===== src/rtl/core/lpc_pkg.sv =====
// Shared constants, codes and types of the two-channel lid position controller.
package lpc_pkg;

    localparam int ADC_BITS_DEF = 10;
    localparam int PWM_BITS_DEF = 8;

    localparam int POS_W   = 10;
    localparam int CFG_W   = 10;
    localparam int CFG_A_W = 2;
    localparam int TOL_W   = 10;
    localparam int LIM_W   = 8;
    localparam int DB_W    = 7;
    localparam int SPD_W   = 8;
    localparam int PCT_W   = 7;

    localparam logic [1:0] OP_TICK = 2'd0;
    localparam logic [1:0] OP_FIND = 2'd1;
    localparam logic [1:0] OP_MOVE = 2'd2;

    localparam logic [1:0] CH_RIGHT = 2'd0;
    localparam logic [1:0] CH_LEFT  = 2'd1;
    localparam logic [1:0] CH_BOTH  = 2'd2;
    localparam logic [1:0] CH_NONE  = 2'd3;

    localparam logic [1:0] MODE_IDLE = 2'd0;
    localparam logic [1:0] MODE_FIND = 2'd1;
    localparam logic [1:0] MODE_MOVE = 2'd2;

    localparam logic [CFG_A_W-1:0] REG_TOL   = 2'd0;
    localparam logic [CFG_A_W-1:0] REG_LIMIT = 2'd1;
    localparam logic [CFG_A_W-1:0] REG_DBAND = 2'd2;
    localparam logic [CFG_A_W-1:0] REG_SPEED = 2'd3;

    localparam logic [TOL_W-1:0] TOL_RST   = 10'd3;
    localparam logic [LIM_W-1:0] LIMIT_RST = 8'd5;
    localparam logic [DB_W-1:0]  DBAND_RST = 7'd10;
    localparam logic [SPD_W-1:0] SPEED_RST = 8'd200;
    localparam logic [LIM_W-1:0] STILL_MAX = 8'd255;

    typedef struct packed {
        logic [1:0]       op;
        logic [1:0]       ch;
        logic             dir;
        logic [PCT_W-1:0] tgt;
        logic [SPD_W-1:0] spd;
    } t_cmd;

    typedef struct packed {
        logic busy;
        logic done;
        logic bad;
    } t_stat;

endpackage


===== src/rtl/core/lpc_in_if.sv =====
// Command and sample channel of the lid position controller.
interface lpc_in_if #(
    parameter int ADC_BITS = lpc_pkg::ADC_BITS_DEF
);
    import lpc_pkg::*;

    logic                valid;
    logic                ready;
    logic [1:0]          operation;
    logic [1:0]          channel;
    logic                direction;
    logic [PCT_W-1:0]    target_percent;
    logic [SPD_W-1:0]    drive_speed;
    logic [ADC_BITS-1:0] sample_right;
    logic [ADC_BITS-1:0] sample_left;

    modport source (
        output valid, operation, channel, direction, target_percent, drive_speed,
               sample_right, sample_left,
        input  ready
    );
    modport sink (
        input  valid, operation, channel, direction, target_percent, drive_speed,
               sample_right, sample_left,
        output ready
    );
endinterface


===== src/rtl/core/lpc_out_if.sv =====
// Result channel of the lid position controller.
interface lpc_out_if #(
    parameter int ADC_BITS = lpc_pkg::ADC_BITS_DEF,
    parameter int PWM_BITS = lpc_pkg::PWM_BITS_DEF
);
    import lpc_pkg::*;

    logic                    valid;
    logic                    ready;
    logic [PWM_BITS-1:0]     right_up_duty;
    logic [PWM_BITS-1:0]     right_down_duty;
    logic [PWM_BITS-1:0]     left_up_duty;
    logic [PWM_BITS-1:0]     left_down_duty;
    logic                    busy_res;
    logic                    job_done;
    logic [ADC_BITS-1:0]     found_limit;
    logic signed [POS_W-1:0] position_right;
    logic signed [POS_W-1:0] position_left;
    logic                    bad_command;

    modport source (
        output valid, right_up_duty, right_down_duty, left_up_duty, left_down_duty,
               busy_res, job_done, found_limit, position_right, position_left,
               bad_command,
        input  ready
    );
    modport sink (
        input  valid, right_up_duty, right_down_duty, left_up_duty, left_down_duty,
               busy_res, job_done, found_limit, position_right, position_left,
               bad_command,
        output ready
    );
endinterface


===== src/rtl/core/lpc_map.sv =====
// Sample to percent mapping unit built round a one-bit-per-cycle restoring divider.
module lpc_map #(
    parameter int ADC_BITS = lpc_pkg::ADC_BITS_DEF
) (
    input  logic                            i_clk,
    input  logic                            i_rst_n,
    input  logic                            i_start,
    input  logic [ADC_BITS-1:0]             i_sample,
    input  logic [ADC_BITS-1:0]             i_lo,
    input  logic [ADC_BITS-1:0]             i_hi,
    output logic                            o_done,
    output logic signed [lpc_pkg::POS_W-1:0] o_pos
);
    import lpc_pkg::*;

    localparam int QW  = ADC_BITS + 7;
    localparam int CW  = $clog2(QW + 1);

    localparam logic [1:0] M_IDLE = 2'd0;
    localparam logic [1:0] M_RUN  = 2'd1;
    localparam logic [1:0] M_FIN  = 2'd2;

    logic [1:0]          r_state, n_state;
    logic [QW-1:0]       r_q, n_q;
    logic [ADC_BITS-1:0] r_rem, n_rem;
    logic [ADC_BITS-1:0] r_dvs, n_dvs;
    logic [CW-1:0]       r_cnt, n_cnt;
    logic                r_neg, n_neg;
    logic                r_zero, n_zero;

    logic [ADC_BITS-1:0] num_d;
    logic [QW-1:0]       num_x;
    logic [ADC_BITS:0]   rem_sh;
    logic [ADC_BITS:0]   rem_sub;

    always_comb begin
        num_d   = (i_sample >= i_lo) ? (i_sample - i_lo) : (i_lo - i_sample);
        num_x   = QW'(num_d);
        rem_sh  = {r_rem, r_q[QW-1]};
        rem_sub = rem_sh - {1'b0, r_dvs};

        n_state = r_state;
        n_q     = r_q;
        n_rem   = r_rem;
        n_dvs   = r_dvs;
        n_cnt   = r_cnt;
        n_neg   = r_neg;
        n_zero  = r_zero;

        unique case (r_state)
            M_IDLE: begin
                if (i_start) begin
                    n_q    = (num_x << 6) + (num_x << 5) + (num_x << 2);
                    n_rem  = '0;
                    n_dvs  = (i_hi >= i_lo) ? (i_hi - i_lo) : (i_lo - i_hi);
                    n_neg  = (i_sample < i_lo) ^ (i_hi < i_lo);
                    n_zero = (i_hi == i_lo);
                    n_cnt  = CW'(QW);
                    n_state = (i_hi == i_lo) ? M_FIN : M_RUN;
                end
            end
            M_RUN: begin
                if (rem_sh >= {1'b0, r_dvs}) begin
                    n_rem = rem_sub[ADC_BITS-1:0];
                    n_q   = {r_q[QW-2:0], 1'b1};
                end else begin
                    n_rem = rem_sh[ADC_BITS-1:0];
                    n_q   = {r_q[QW-2:0], 1'b0};
                end
                n_cnt = r_cnt - CW'(1);
                if (r_cnt == CW'(1)) begin
                    n_state = M_FIN;
                end
            end
            M_FIN: begin
                n_state = M_IDLE;
            end
            default: begin
                n_state = M_IDLE;
            end
        endcase
    end

    always_ff @(posedge i_clk) begin
        if (!i_rst_n) begin
            r_state <= M_IDLE;
        end else begin
            r_state <= n_state;
        end
        r_q    <= n_q;
        r_rem  <= n_rem;
        r_dvs  <= n_dvs;
        r_cnt  <= n_cnt;
        r_neg  <= n_neg;
        r_zero <= n_zero;
    end

    assign o_done = (r_state == M_FIN);

    always_comb begin
        if (r_zero) begin
            o_pos = '0;
        end else if (r_neg) begin
            if (r_q > QW'(512)) begin
                o_pos = POS_W'(-512);
            end else begin
                o_pos = -$signed(r_q[POS_W-1:0]);
            end
        end else if (r_q > QW'(511)) begin
            o_pos = POS_W'(511);
        end else begin
            o_pos = $signed(r_q[POS_W-1:0]);
        end
    end

endmodule


===== src/rtl/core/lpc_ctrl.sv =====
// Configuration registers, job state and drive level update of the lid controller.
module lpc_ctrl #(
    parameter int ADC_BITS = lpc_pkg::ADC_BITS_DEF,
    parameter int PWM_BITS = lpc_pkg::PWM_BITS_DEF
) (
    input  logic                             i_clk,
    input  logic                             i_rst_n,
    input  logic                             i_cfg_we,
    input  logic [lpc_pkg::CFG_A_W-1:0]      i_cfg_index,
    input  logic [lpc_pkg::CFG_W-1:0]        i_cfg_data,
    input  logic                             i_upd,
    input  lpc_pkg::t_cmd                    i_cmd,
    input  logic [ADC_BITS-1:0]              i_smp_r,
    input  logic [ADC_BITS-1:0]              i_smp_l,
    input  logic signed [lpc_pkg::POS_W-1:0] i_pos_r,
    input  logic signed [lpc_pkg::POS_W-1:0] i_pos_l,
    output logic [ADC_BITS-1:0]              o_rlo,
    output logic [ADC_BITS-1:0]              o_rhi,
    output logic [ADC_BITS-1:0]              o_llo,
    output logic [ADC_BITS-1:0]              o_lhi,
    output logic [PWM_BITS-1:0]              o_lvl [4],
    output logic [ADC_BITS-1:0]              o_found,
    output lpc_pkg::t_stat                   o_stat
);
    import lpc_pkg::*;

    localparam int DW = ADC_BITS + TOL_W;

    logic [TOL_W-1:0]    r_tol;
    logic [LIM_W-1:0]    r_limit;
    logic [DB_W-1:0]     r_dband;
    logic [SPD_W-1:0]    r_sspd;

    logic [1:0]          r_mode, n_mode;
    logic [1:0]          r_chs, n_chs;
    logic                r_dir, n_dir;
    logic [ADC_BITS-1:0] r_prev, n_prev;
    logic [LIM_W-1:0]    r_still, n_still;
    logic [ADC_BITS-1:0] r_rlo, n_rlo;
    logic [ADC_BITS-1:0] r_rhi, n_rhi;
    logic [ADC_BITS-1:0] r_llo, n_llo;
    logic [ADC_BITS-1:0] r_lhi, n_lhi;
    logic [1:0]          r_cdone, n_cdone;
    logic [PCT_W-1:0]    r_tgt, n_tgt;
    logic [SPD_W-1:0]    r_mspd, n_mspd;
    logic [PWM_BITS-1:0] r_lvl [4];
    logic [PWM_BITS-1:0] n_lvl [4];
    logic                r_done, n_done;
    logic                r_bad, n_bad;
    logic [ADC_BITS-1:0] r_found, n_found;

    always_ff @(posedge i_clk) begin
        if (!i_rst_n) begin
            r_tol   <= TOL_RST;
            r_limit <= LIMIT_RST;
            r_dband <= DBAND_RST;
            r_sspd  <= SPEED_RST;
        end else if (i_cfg_we) begin
            unique case (i_cfg_index)
                REG_TOL:   r_tol   <= i_cfg_data[TOL_W-1:0];
                REG_LIMIT: r_limit <= i_cfg_data[LIM_W-1:0];
                REG_DBAND: r_dband <= i_cfg_data[DB_W-1:0];
                REG_SPEED: r_sspd  <= i_cfg_data[SPD_W-1:0];
                default: begin
                end
            endcase
        end
    end

    logic                  c;
    logic [ADC_BITS-1:0]   s;
    logic [ADC_BITS-1:0]   diff;
    logic [LIM_W-1:0]      still_x;
    logic [1:0]            need;
    logic signed [10:0]    hi_t;
    logic signed [10:0]    lo_t;
    logic signed [10:0]    pos_x [2];

    always_comb begin
        n_mode  = r_mode;
        n_chs   = r_chs;
        n_dir   = r_dir;
        n_prev  = r_prev;
        n_still = r_still;
        n_rlo   = r_rlo;
        n_rhi   = r_rhi;
        n_llo   = r_llo;
        n_lhi   = r_lhi;
        n_cdone = r_cdone;
        n_tgt   = r_tgt;
        n_mspd  = r_mspd;
        n_lvl   = r_lvl;
        n_done  = 1'b0;
        n_bad   = 1'b0;
        n_found = '0;

        c       = r_chs[0];
        s       = c ? i_smp_l : i_smp_r;
        diff    = (s > r_prev) ? (s - r_prev) : (r_prev - s);
        still_x = (DW'(diff) <= DW'(r_tol))
                  ? ((r_still < STILL_MAX) ? (r_still + LIM_W'(1)) : r_still) : '0;
        need    = (r_chs == CH_BOTH) ? 2'b11 : (r_chs[0] ? 2'b10 : 2'b01);
        hi_t    = $signed({4'b0, r_tgt}) + $signed({4'b0, r_dband});
        lo_t    = $signed({4'b0, r_tgt}) - $signed({4'b0, r_dband});
        pos_x[0] = 11'(i_pos_r);
        pos_x[1] = 11'(i_pos_l);

        case (i_cmd.op)
            OP_FIND: begin
                if (i_cmd.ch == CH_BOTH || i_cmd.ch == CH_NONE) begin
                    n_bad = 1'b1;
                end else begin
                    n_mode  = MODE_FIND;
                    n_chs   = i_cmd.ch;
                    n_dir   = i_cmd.dir;
                    n_prev  = i_cmd.ch[0] ? i_smp_l : i_smp_r;
                    n_still = '0;
                    if (i_cmd.dir) begin
                        n_lvl[{i_cmd.ch[0], 1'b0}] = PWM_BITS'(r_sspd);
                        n_lvl[{i_cmd.ch[0], 1'b1}] = '0;
                    end else begin
                        n_lvl[{i_cmd.ch[0], 1'b0}] = '0;
                        n_lvl[{i_cmd.ch[0], 1'b1}] = PWM_BITS'(r_sspd);
                    end
                end
            end
            OP_MOVE: begin
                if (i_cmd.ch == CH_NONE) begin
                    n_bad = 1'b1;
                end else begin
                    n_mode  = MODE_MOVE;
                    n_chs   = i_cmd.ch;
                    n_tgt   = i_cmd.tgt;
                    n_mspd  = i_cmd.spd;
                    n_cdone = '0;
                end
            end
            OP_TICK: begin
                if (r_mode == MODE_FIND) begin
                    n_still = still_x;
                    n_prev  = s;
                    if (still_x >= r_limit) begin
                        n_lvl[{c, 1'b0}] = '0;
                        n_lvl[{c, 1'b1}] = '0;
                        case ({c, r_dir})
                            2'b00:   n_rlo = s;
                            2'b01:   n_rhi = s;
                            2'b10:   n_llo = s;
                            default: n_lhi = s;
                        endcase
                        n_found = s;
                        n_done  = 1'b1;
                        n_mode  = MODE_IDLE;
                    end
                end else if (r_mode == MODE_MOVE) begin
                    for (int k = 0; k < 2; k++) begin
                        if (need[k] && !r_cdone[k]) begin
                            if (pos_x[k] > hi_t) begin
                                n_lvl[2*k]   = '0;
                                n_lvl[2*k+1] = PWM_BITS'(r_mspd);
                            end else if (pos_x[k] < lo_t) begin
                                n_lvl[2*k]   = PWM_BITS'(r_mspd);
                                n_lvl[2*k+1] = '0;
                            end else begin
                                n_lvl[2*k]   = '1;
                                n_lvl[2*k+1] = '1;
                                n_cdone[k]   = 1'b1;
                            end
                        end
                    end
                    if ((n_cdone & need) == need) begin
                        n_done = 1'b1;
                        n_mode = MODE_IDLE;
                    end
                end
            end
            default: begin
            end
        endcase
    end

    always_ff @(posedge i_clk) begin
        if (!i_rst_n) begin
            r_mode  <= MODE_IDLE;
            r_chs   <= '0;
            r_dir   <= 1'b0;
            r_prev  <= '0;
            r_still <= '0;
            r_rlo   <= '0;
            r_rhi   <= '0;
            r_llo   <= '0;
            r_lhi   <= '0;
            r_cdone <= '0;
            r_tgt   <= '0;
            r_mspd  <= '0;
            r_lvl   <= '{default: '0};
            r_done  <= 1'b0;
            r_bad   <= 1'b0;
            r_found <= '0;
        end else if (i_upd) begin
            r_mode  <= n_mode;
            r_chs   <= n_chs;
            r_dir   <= n_dir;
            r_prev  <= n_prev;
            r_still <= n_still;
            r_rlo   <= n_rlo;
            r_rhi   <= n_rhi;
            r_llo   <= n_llo;
            r_lhi   <= n_lhi;
            r_cdone <= n_cdone;
            r_tgt   <= n_tgt;
            r_mspd  <= n_mspd;
            r_lvl   <= n_lvl;
            r_done  <= n_done;
            r_bad   <= n_bad;
            r_found <= n_found;
        end
    end

    assign o_rlo       = r_rlo;
    assign o_rhi       = r_rhi;
    assign o_llo       = r_llo;
    assign o_lhi       = r_lhi;
    assign o_lvl       = r_lvl;
    assign o_found     = r_found;
    assign o_stat.busy = (r_mode != MODE_IDLE);
    assign o_stat.done = r_done;
    assign o_stat.bad  = r_bad;

endmodule


===== src/rtl/core/two_channel_lid_position_controller.sv =====
// Top level of the two-channel lid position controller with its item sequencer.
// Each command or sample beat runs through one shared mapping unit twice, first for the
// right channel and then for the left, and then updates the job state and drive levels
// in the update state. The mapping unit divides one quotient bit per cycle and skips the
// division for a channel whose end stops are equal. The block takes one beat at a time; a
// new beat is accepted while the previous result still waits in the output register.
// Duty outputs hold full scale on both drives to brake and zero on both drives to coast.
module two_channel_lid_position_controller #(
    parameter int ADC_BITS = lpc_pkg::ADC_BITS_DEF,
    parameter int PWM_BITS = lpc_pkg::PWM_BITS_DEF
) (
    input  logic                        i_clk,
    input  logic                        i_rst_n,
    input  logic                        i_cfg_we,
    input  logic [lpc_pkg::CFG_A_W-1:0] i_cfg_index,
    input  logic [lpc_pkg::CFG_W-1:0]   i_cfg_data,
    lpc_in_if.sink                      i_cmd,
    lpc_out_if.source                   o_res
);
    import lpc_pkg::*;

    localparam logic [2:0] S_IDLE = 3'd0;
    localparam logic [2:0] S_MAP0 = 3'd1;
    localparam logic [2:0] S_MAP1 = 3'd2;
    localparam logic [2:0] S_UPD  = 3'd3;
    localparam logic [2:0] S_OUT  = 3'd4;

    logic [2:0]              r_state, n_state;
    logic                    r_go, n_go;
    t_cmd                    r_cmd;
    logic [ADC_BITS-1:0]     r_smp_r;
    logic [ADC_BITS-1:0]     r_smp_l;
    logic signed [POS_W-1:0] r_pos_r;
    logic signed [POS_W-1:0] r_pos_l;

    logic                    r_out_valid, n_out_valid;
    logic [PWM_BITS-1:0]     r_out_lvl [4];
    t_stat                   r_out_stat;
    logic [ADC_BITS-1:0]     r_out_found;
    logic signed [POS_W-1:0] r_out_pos_r;
    logic signed [POS_W-1:0] r_out_pos_l;

    logic                    accept;
    logic                    load;
    logic                    map_done;
    logic signed [POS_W-1:0] map_pos;
    logic                    sel_l;
    logic [ADC_BITS-1:0]     rlo, rhi, llo, lhi;
    logic [PWM_BITS-1:0]     lvl [4];
    logic [ADC_BITS-1:0]     found;
    t_stat                   stat;

    assign i_cmd.ready = (r_state == S_IDLE);
    assign accept      = i_cmd.valid && i_cmd.ready;
    assign load        = (r_state == S_OUT) && (!r_out_valid || o_res.ready);
    assign sel_l       = (r_state == S_MAP1);

    lpc_map #(
        .ADC_BITS (ADC_BITS)
    ) u_map (
        .i_clk    (i_clk),
        .i_rst_n  (i_rst_n),
        .i_start  (r_go),
        .i_sample (sel_l ? r_smp_l : r_smp_r),
        .i_lo     (sel_l ? llo : rlo),
        .i_hi     (sel_l ? lhi : rhi),
        .o_done   (map_done),
        .o_pos    (map_pos)
    );

    lpc_ctrl #(
        .ADC_BITS (ADC_BITS),
        .PWM_BITS (PWM_BITS)
    ) u_ctrl (
        .i_clk       (i_clk),
        .i_rst_n     (i_rst_n),
        .i_cfg_we    (i_cfg_we),
        .i_cfg_index (i_cfg_index),
        .i_cfg_data  (i_cfg_data),
        .i_upd       (r_state == S_UPD),
        .i_cmd       (r_cmd),
        .i_smp_r     (r_smp_r),
        .i_smp_l     (r_smp_l),
        .i_pos_r     (r_pos_r),
        .i_pos_l     (r_pos_l),
        .o_rlo       (rlo),
        .o_rhi       (rhi),
        .o_llo       (llo),
        .o_lhi       (lhi),
        .o_lvl       (lvl),
        .o_found     (found),
        .o_stat      (stat)
    );

    always_comb begin
        n_state = r_state;
        n_go    = 1'b0;
        unique case (r_state)
            S_IDLE: begin
                if (accept) begin
                    n_state = S_MAP0;
                    n_go    = 1'b1;
                end
            end
            S_MAP0: begin
                if (map_done) begin
                    n_state = S_MAP1;
                    n_go    = 1'b1;
                end
            end
            S_MAP1: begin
                if (map_done) begin
                    n_state = S_UPD;
                end
            end
            S_UPD: begin
                n_state = S_OUT;
            end
            S_OUT: begin
                if (load) begin
                    n_state = S_IDLE;
                end
            end
            default: begin
                n_state = S_IDLE;
            end
        endcase

        n_out_valid = r_out_valid;
        if (o_res.valid && o_res.ready) begin
            n_out_valid = 1'b0;
        end
        if (load) begin
            n_out_valid = 1'b1;
        end
    end

    always_ff @(posedge i_clk) begin
        if (!i_rst_n) begin
            r_state     <= S_IDLE;
            r_go        <= 1'b0;
            r_out_valid <= 1'b0;
        end else begin
            r_state     <= n_state;
            r_go        <= n_go;
            r_out_valid <= n_out_valid;
        end
        if (accept) begin
            r_cmd.op  <= i_cmd.operation;
            r_cmd.ch  <= i_cmd.channel;
            r_cmd.dir <= i_cmd.direction;
            r_cmd.tgt <= i_cmd.target_percent;
            r_cmd.spd <= i_cmd.drive_speed;
            r_smp_r   <= i_cmd.sample_right;
            r_smp_l   <= i_cmd.sample_left;
        end
        if (map_done && !sel_l) begin
            r_pos_r <= map_pos;
        end
        if (map_done && sel_l) begin
            r_pos_l <= map_pos;
        end
        if (load) begin
            r_out_lvl   <= lvl;
            r_out_stat  <= stat;
            r_out_found <= found;
            r_out_pos_r <= r_pos_r;
            r_out_pos_l <= r_pos_l;
        end
    end

    assign o_res.valid           = r_out_valid;
    assign o_res.right_up_duty   = r_out_lvl[0];
    assign o_res.right_down_duty = r_out_lvl[1];
    assign o_res.left_up_duty    = r_out_lvl[2];
    assign o_res.left_down_duty  = r_out_lvl[3];
    assign o_res.busy_res        = r_out_stat.busy;
    assign o_res.job_done        = r_out_stat.done;
    assign o_res.found_limit     = r_out_found;
    assign o_res.position_right  = r_out_pos_r;
    assign o_res.position_left   = r_out_pos_l;
    assign o_res.bad_command     = r_out_stat.bad;

endmodule


===== src/flat_wrapper.sv =====
// flat-port wrapper written by rule: the top's interface ports become plain ports
module two_channel_lid_position_controller_flat import lpc_pkg::*;
#(
    parameter int ADC_BITS = lpc_pkg::ADC_BITS_DEF,
    parameter int PWM_BITS = lpc_pkg::PWM_BITS_DEF
)
  (i_clk, i_rst_n, i_cfg_we, i_cfg_index, i_cfg_data, i_cmd_valid, i_cmd_operation, i_cmd_channel, i_cmd_direction, i_cmd_target_percent, i_cmd_drive_speed, i_cmd_sample_right, i_cmd_sample_left, i_cmd_ready, o_res_valid, o_res_right_up_duty, o_res_right_down_duty, o_res_left_up_duty, o_res_left_down_duty, o_res_busy_res, o_res_job_done, o_res_found_limit, o_res_position_right, o_res_position_left, o_res_bad_command, o_res_ready);
  lpc_in_if #(.ADC_BITS(ADC_BITS)) i_cmd_i ();
  lpc_out_if #(.ADC_BITS(ADC_BITS), .PWM_BITS(PWM_BITS)) o_res_i ();
  input  logic i_clk;
  input  logic i_rst_n;
  input  logic i_cfg_we;
  input  logic [lpc_pkg::CFG_A_W-1:0] i_cfg_index;
  input  logic [lpc_pkg::CFG_W-1:0] i_cfg_data;
  input wire logic [$bits(i_cmd_i.valid)-1:0] i_cmd_valid;
  input wire logic [$bits(i_cmd_i.operation)-1:0] i_cmd_operation;
  input wire logic [$bits(i_cmd_i.channel)-1:0] i_cmd_channel;
  input wire logic [$bits(i_cmd_i.direction)-1:0] i_cmd_direction;
  input wire logic [$bits(i_cmd_i.target_percent)-1:0] i_cmd_target_percent;
  input wire logic [$bits(i_cmd_i.drive_speed)-1:0] i_cmd_drive_speed;
  input wire logic [$bits(i_cmd_i.sample_right)-1:0] i_cmd_sample_right;
  input wire logic [$bits(i_cmd_i.sample_left)-1:0] i_cmd_sample_left;
  output wire logic [$bits(i_cmd_i.ready)-1:0] i_cmd_ready;
  output wire logic [$bits(o_res_i.valid)-1:0] o_res_valid;
  output wire logic [$bits(o_res_i.right_up_duty)-1:0] o_res_right_up_duty;
  output wire logic [$bits(o_res_i.right_down_duty)-1:0] o_res_right_down_duty;
  output wire logic [$bits(o_res_i.left_up_duty)-1:0] o_res_left_up_duty;
  output wire logic [$bits(o_res_i.left_down_duty)-1:0] o_res_left_down_duty;
  output wire logic [$bits(o_res_i.busy_res)-1:0] o_res_busy_res;
  output wire logic [$bits(o_res_i.job_done)-1:0] o_res_job_done;
  output wire logic [$bits(o_res_i.found_limit)-1:0] o_res_found_limit;
  output wire logic [$bits(o_res_i.position_right)-1:0] o_res_position_right;
  output wire logic [$bits(o_res_i.position_left)-1:0] o_res_position_left;
  output wire logic [$bits(o_res_i.bad_command)-1:0] o_res_bad_command;
  input wire logic [$bits(o_res_i.ready)-1:0] o_res_ready;
  assign i_cmd_i.valid = i_cmd_valid;
  assign i_cmd_i.operation = i_cmd_operation;
  assign i_cmd_i.channel = i_cmd_channel;
  assign i_cmd_i.direction = i_cmd_direction;
  assign i_cmd_i.target_percent = i_cmd_target_percent;
  assign i_cmd_i.drive_speed = i_cmd_drive_speed;
  assign i_cmd_i.sample_right = i_cmd_sample_right;
  assign i_cmd_i.sample_left = i_cmd_sample_left;
  assign i_cmd_ready = i_cmd_i.ready;
  assign o_res_valid = o_res_i.valid;
  assign o_res_right_up_duty = o_res_i.right_up_duty;
  assign o_res_right_down_duty = o_res_i.right_down_duty;
  assign o_res_left_up_duty = o_res_i.left_up_duty;
  assign o_res_left_down_duty = o_res_i.left_down_duty;
  assign o_res_busy_res = o_res_i.busy_res;
  assign o_res_job_done = o_res_i.job_done;
  assign o_res_found_limit = o_res_i.found_limit;
  assign o_res_position_right = o_res_i.position_right;
  assign o_res_position_left = o_res_i.position_left;
  assign o_res_bad_command = o_res_i.bad_command;
  assign o_res_i.ready = o_res_ready;
  two_channel_lid_position_controller #(.ADC_BITS(ADC_BITS), .PWM_BITS(PWM_BITS)) u_core (.i_clk(i_clk), .i_rst_n(i_rst_n), .i_cfg_we(i_cfg_we), .i_cfg_index(i_cfg_index), .i_cfg_data(i_cfg_data), .i_cmd(i_cmd_i), .o_res(o_res_i));
endmodule

===== config.mk =====
export PLATFORM = sky130hd
export DESIGN_NAME = two_channel_lid_position_controller_flat
export DESIGN_NICKNAME = d
export VERILOG_FILES = /design/src/rtl/core/lpc_pkg.sv /design/src/rtl/core/lpc_in_if.sv /design/src/rtl/core/lpc_out_if.sv /design/src/rtl/core/lpc_map.sv /design/src/rtl/core/lpc_ctrl.sv /design/src/rtl/core/two_channel_lid_position_controller.sv /design/src/flat_wrapper.sv
export SDC_FILE = /design/constraint.sdc
export NUM_CORES = 1
export LEC_CHECK = 0
export ABC_AREA = 1
export BUFFER_PORTS_ARGS = -buffer_cell sky130_fd_sc_hd__buf_2
export CORE_ASPECT_RATIO = 0.75
export CORE_UTILIZATION = 31
export CTS_CLUSTER_SIZE = 40
export DETAILED_ROUTE_END_ITERATION = 12
export GPL_TIMING_DRIVEN = 1
export PLACE_DENSITY = 0.46
export SLEW_MARGIN = 20
export SYNTH_ARGS = -nofsm -noshare
export SYNTH_HDL_FRONTEND = slang
export SYNTH_SLANG_ARGS = --single-unit

===== constraint.sdc =====
create_clock -name i_clk -period 16.6 [get_ports i_clk]
set_input_delay 1.66 -clock i_clk [delete_from_list [all_inputs] [get_ports i_clk]]
set_output_delay 1.66 -clock i_clk [all_outputs]
set_load 0.05 [all_outputs]

==> summary.txt, run 1 <==
Outcome
  • Status: finished clean

Drt
  • WL/cell: 16.8 µm
  • DRT iter0 DRCs: 1,143
  • Pre-antenna DRT Iters: 5
  • Vias: 15,800
  • Post-Route WL: 55,000 µm
  • Number of routed nets with antenna violations: 0
  • Residual DRC: 0
  • DR vias/cell: 4.83

GRT
  • Largest net degree at the start of global routing: 101
  • GRT overflow: 0
  • Vias in the first global route: 15,300
  • First-pass GRT wire length: 86,600 µm
  • Initial antenna violation count: 1
  • Total track usage: 17.3%

Clock tree
  • Setup Buffers After CTS: 0
  • Sinks on Clock Net: 333
  • H-tree depth: 2
  • CTS tree: built
  • TritonCTS Buffers: 37
  • Max clock buf depth: 3
  • Clk_lat worst skew: 0.57 ns
  • Root Driver: clkbuf_16
  • Hold-fix buffers, CTS: 0
  • Post-CTS resize count: 0
  • Worst-path clk slew: 0.06 ns

Timing
  • Worst slew margin: 32.9%
  • Slew Limit Fails: 0
  • Setup TNS: 0 ns
  • Worst slew pin tran: 1.00 ns
  • Fmax achieved: 125 MHz
  • Fin crit period: 8.03 ns
  • Final Skew: 0.0276 ns
  • Unrepaired setup endpoints after global routing: no
  • Fin. Hold Viols: 0
  • Final setup violation count: 0
  • Tcrit/Tclk final: 48.3%

Die
  • Core ar.: 61,000 µm²
  • Initial Utilization: 31.7%
  • Die height: 218 µm
  • Rows: 78
  • # IOs: 124
  • Die Wd: 290 µm
  • DIE AREA: 63,300 µm²

Setup path
  • Crit. End Element: register
  • Crit-path most repeated cell: nand2_1
  • Worst EP arrival: 8.32 ns
  • Worst-path fanout max: 30
  • Crit-path max cell delay: 0.78 ns
  • Highest-delay cell along the critical path: a31oi_1
  • Setup crit start kind: register
  • Worst Path Buf+Inv: 6
  • Crit Path Class: register to register
  • CP Data Required Time: 16.89 ns
  • Crit path max-delay family: compound AO/OA/AOI/OAI gates

Yosys
  • Syn Area/Cell: 8.25 µm²
  • Register area share after synthesis: 43.3%
  • Post-synth EDFFs: 169
  • Synthesized area: 19,300 µm²
  • Post-synthesis net count: 2,573
  • Distinct cell type count after synthesis: 56
  • Mapped Cells: 2,341
  • FF+latch count, synth: 333
  • Dominant synthesized flop cell: edfxtp_1
  • Share of flip-flops with an asynchronous set or reset: 0%
  • Yosys warns: 0

Flow run
  • Max-cap violation count: 0

Power
  • Total power: 5.23 mW
  • Leak Pwr: 9.56 nW
  • Worst vdd ir: 0.000316 V
  • Power per cell area: 238 nW/µm²

Final layout
  • Layout cells sized above 1: 9.34%
  • Max reg flops: 32
  • Ant diodes: 0
  • Design area: 21,900 µm²
  • Fin util: 36.0%
  • Filler Cell Count: 6,352
  • Nets: 2,676
  • Area grow syn2layout: 13.6%

Min path
  • HP Class: register to register

Placement
  • Placer congestion estimate: 0.904
  • Post-detail-place hpwl: 42,200 µm
  • I/O Buffers: 123
  • Dpl cell area: 20,700 µm²
==> cells in the mapped netlist, drive strengths merged, types with 2 or more instances <==
cell type	n	share of area, %
a211oi	42	1.6
a21boi	2	0.097
a21o	12	0.47
a21oi	238	6.2
a221oi	3	0.14
a22oi	10	0.39
a31oi	8	0.26
buf	22	0.71
clkbuf	53	1.0
clkinv	3	0.084
dfxtp	164	17
edfxtp	169	26
fa	16	1.7
ha	159	10
inv	358	7.0
mux2i	2	0.10
nand2	416	8.1
nand3	91	2.7
nand4	11	0.36
nor2	175	3.4
nor3	27	0.73
nor3b	3	0.12
nor4	4	0.13
o2111ai	4	0.18
o211ai	7	0.34
o21ai	233	6.0
o21bai	9	0.35
o221ai	3	0.17
o22ai	9	0.29
o31ai	2	0.13
o32ai	3	0.14
or2	14	0.47
xnor2	12	0.54
xor2	50	2.3
==> kinds of logic (layout without fill, tap and decap cells) <==
kind of cell / after synthesis / after routing / share of synthesized area, %
AND/OR/NAND/NOR: 744 / 744 / 16.1
adder cells (fa/ha/maj): 175 / 175 / 12.0
AO/OA/AOI/OAI: 589 / 589 / 17.0
multiplexers: 2 / 2 / 0.104
buffers and inverters: 436 / 568 / 8.79
XOR/XNOR: 62 / 62 / 2.81
flip-flops: 333 / 333 / 43.3
==> cell type report <==
class                   instances  area (µm²)  area share (%)
well taps                     800        1000            4.56
multi-input cells            1572        9290            42.3
clock inverters                18         203           0.924
inverters                     361        1360            6.20
clock buffers                  50        1000            4.58
repair buffers                139         736            3.35
flip-flops and latches        333        8360            38.1
==> cells in the final DEF (no fill, tap or decap), drive strengths merged, types with 14 or more instances in the layout <==
cell    instances
ha            159
xor2           50
clkbuf         50
nand3          91
fa             16
a211oi         42
nand2         416
nor3           27
a21oi         238
dfxtp         164
buf           139
o21ai         233
inv           362
edfxtp        169
or2            14
nor2          175
==> per-stage QoR <==
stage	setup slack, ns	hold slack (ns)	instances
after detailed placement	8.60	0.420	3205
after CTS	8.54	0.436	3273
after global placement	7.99	0.421	3205
after floorplan	11.31	0.408	2341
after global routing	7.82	0.442	3273
final	8.57	0.434	3273
==> per-layer routing <==
metal	vias to the layer above	track usage, %	part of all wire, %
met5	-	0	0
met4	0	4.45	1.8
met3	61	3.03	4.7
met2	379	26.2	42
met1	7326	25.4	52
li1	8036	-	-
==> where the power goes <==
part,internal [mW],total (mW),leakage (nW),switching [mW]
registers,1.15,1.24,2.90,0.0840
clock network,0.478,0.840,0.582,0.362
logic,1.15,3.15,6.07,2.01
total,2.78,5.23,9.56,2.45
==> final timing paths <==
check,start,to,slack [ns],depth (start not counted)
max reg2reg,u_core.r_state[1],u_core.u_map.r_q[16],8.57,29
min reg2reg,u_core.u_ctrl.o_found[6],u_core.o_res.found_limit[6],0.43,0
min,u_core.u_ctrl.o_found[6],u_core.o_res.found_limit[6],0.43,0
max,u_core.r_state[1],u_core.u_map.r_q[16],8.57,29
No activity file was read; power rests on OpenSTA's default activity.
==> run 2: changes to the inputs <==
Clock period 16.6 ns to 7.7 ns, I/O delays scaled along.
==> summary.txt, run 2 (synthesis results as in run 1) <==
Min path
  • Hold path depth: 1 (was 0)
  • Hold path endpoint: u_core.r_cmd[1] (was u_core.o_res.found_limit[6])
  • HP Class: input pin to register (was register to register)
  • HP Start: i_cmd_drive_speed[1] (was u_core.u_ctrl.o_found[6])

GRT
  • Initial antenna violation count: 1 (unchanged)
  • GRT busiest layer: met1 (was met2)
  • Met2 GRT Util: 26.0% (was 26.2%)
  • Met3 usage: 2.67% (was 3.03%)
  • GRT overflow: 0 (unchanged)
  • Vias in the first global route: 15,300 (about the same)
  • First-pass GRT wire length: 87,200 µm (was 86,600 µm)
  • Largest net degree at the start of global routing: 102 (was 101)
  • Met1 usage: 26.1% (was 25.4%)
  • Total track usage: 17.6% (was 17.3%)

Timing
  • Setup TNS: 0 ns (unchanged)
  • Fin crit period: 6.63 ns (was 8.03 ns)
  • Slew Limit Fails: 0 (unchanged)
  • Worst slew margin: 33.8% (was 32.9%)
  • Final Skew: 0.0316 ns (was 0.0276 ns)
  • Worst slew pin tran: 0.987 ns (was 1.00 ns)
  • Final setup violation count: 0 (unchanged)
  • Unrepaired setup endpoints after global routing: no (unchanged)
  • Fin. Hold Viols: 0 (unchanged)
  • Tcrit/Tclk final: 86.2% (was 48.3%)
  • Fmax achieved: 151 MHz (was 125 MHz)

Drt
  • Post-Route WL: 56,000 µm (was 55,000 µm)
  • Number of routed nets with antenna violations: 0 (unchanged)
  • DR vias/cell: 4.86 (was 4.83)
  • DRT iter0 DRCs: 1,088 (was 1,143)
  • Residual DRC: 0 (unchanged)
  • Pre-antenna DRT Iters: 6 (was 5)
  • WL/cell: 17.1 µm (was 16.8 µm)
  • Vias: 15,900 (was 15,800)

Clock tree
  • Hold-fix buffers, CTS: 0 (unchanged)
  • CTS tree: built (unchanged)
  • Post-CTS resize count: 0 (unchanged)
  • Max clock buf depth: 3 (unchanged)
  • TritonCTS Buffers: 37 (unchanged)
  • Worst-path clk slew: 0.07 ns (was 0.06 ns)
  • Sinks on Clock Net: 333 (unchanged)
  • Root Driver: clkbuf_16 (unchanged)
  • Setup Buffers After CTS: 0 (unchanged)
  • Clk_lat worst skew: 0.56 ns (was 0.57 ns)
  • H-tree depth: 2 (unchanged)

Setup path
  • Worst-path fanout max: 20 (was 30)
  • Worst Path Buf+Inv: 6 (unchanged)
  • Worst EP arrival: 7.08 ns (was 8.32 ns)
  • R2R depth: 33 (was 29)
  • Crit-path max cell delay: 0.50 ns (was 0.78 ns)
  • Crit. End Element: register (unchanged)
  • Setup crit start kind: register (unchanged)
  • Highest-delay cell along the critical path: o21ai_0 (was a31oi_1)
  • Crit path max-delay family: simple AND/OR/NAND/NOR gates (was compound AO/OA/AOI/OAI gates)
  • R2r endpoint: u_core.u_ctrl.o_lvl[9] (was u_core.u_map.r_q[16])
  • RR Startpoint: u_core.u_ctrl.r_chs[0] (was u_core.r_state[1])
  • Register-to-register setup slack: 1.07 ns (was 8.57 ns)
  • Critical Path Start: u_core.u_ctrl.r_chs[0] (was u_core.r_state[1])
  • CP Data Required Time: 8.15 ns (was 16.89 ns)
  • Crit Path Class: register to register (unchanged)

Final layout
  • Area grow syn2layout: 14.0% (was 13.6%)
  • Commonest non-fill, non-tap cells in the layout: 413 x nand2_1, 355 x inv_1, 237 x a21oi_1 (unchanged)
  • Layout cells sized above 1: 9.81% (was 9.34%)
  • Ant diodes: 0 (unchanged)
  • Most common cell after layout, fill and taps aside: nand2_1 (unchanged)
  • Max reg flops: 32 (unchanged)
  • Nets: 2,682 (was 2,676)

Die
  • Initial Utilization: 31.7% (unchanged)
  • Die height: 218 µm (unchanged)
  • # IOs: 124 (unchanged)
  • Die Wd: 290 µm (unchanged)
  • Rows: 78 (unchanged)
  • Core ar.: 61,000 µm² (unchanged)
  • DIE AREA: 63,300 µm² (unchanged)

Outcome
  • Status: finished clean (unchanged)

Placement
  • Post-detail-place hpwl: 43,300 µm (was 42,200 µm)
  • Placer congestion estimate: 0.897 (was 0.904)
  • I/O Buffers: 123 (unchanged)

Power
  • Worst vdd ir: 0.000753 V (was 0.000316 V)
  • Leak Pwr: 9.61 nW (was 9.56 nW)
  • Total power: 11.5 mW (was 5.23 mW)
  • Power per cell area: 521 nW/µm² (was 238 nW/µm²)

Flow run
  • Max-cap violation count: 0 (unchanged)
-- run 2: power by group --
| part | switching, mW | leakage, nW | internal, mW | total [mW] |
|---|---|---|---|---|
| clock network | 0.768 | 0.600 | 1.08 | 1.85 |
| logic | 4.46 | 6.10 | 2.50 | 6.96 |
| registers | 0.188 | 2.91 | 2.48 | 2.67 |
-- run 2: final cells by class --
| type | instances | area, µm² |
|---|---|---|
| sequential | 333 | 8360 |
| tap | 800 | 1000 |
| multi-input combinational | 1572 | 9290 |
| clock inverter | 25 | 277 |
| fill | 6297 | 39000 |
| timing repair buffer | 145 | 781 |
| clock buffer | 42 | 966 |
| inverter | 361 | 1360 |
-- run 2: layer usage --
| metal | share of wire [%] | up-vias | wire length [µm] |
|---|---|---|---|
| li1 | - | 8034 | - |
| met1 | 52 | 7397 | 29000 |
| met2 | 41 | 404 | 23000 |
| met3 | 4.6 | 88 | 2600 |
| met4 | 2.5 | 2 | 1410 |
| met5 | 0.036 | - | 20 |
-- run 2: stage by stage --
stage	hold slack (ns)	utilization, %	worst slack [ns]	cell area, µm²	instances
after CTS	0.338	36.1	0.874	22000	3278
after detailed placement	0.419	34.1	0.902	20800	3211
after global placement	0.420	34.1	1.04	20800	3211
after floorplan	0.408	-	2.41	19300	2341
final	0.376	36.1	1.07	22000	3278
after global routing	0.354	36.1	0.137	22000	3278
-- run 2: worst max-delay path by stage --
stage	endpoint	cells past startpoint
6_report	u_core.u_ctrl.o_lvl[9]	33
5_1_grt	u_core.u_ctrl.o_lvl[9]	33
4_1_cts	u_core.u_ctrl.o_lvl[17]	36
3_5_place_dp	u_core.u_ctrl.o_lvl[20]	36
3_3_place_gp	u_core.u_ctrl.o_lvl[16]	36
2_1_floorplan	u_core.u_ctrl.o_lvl[10]	34
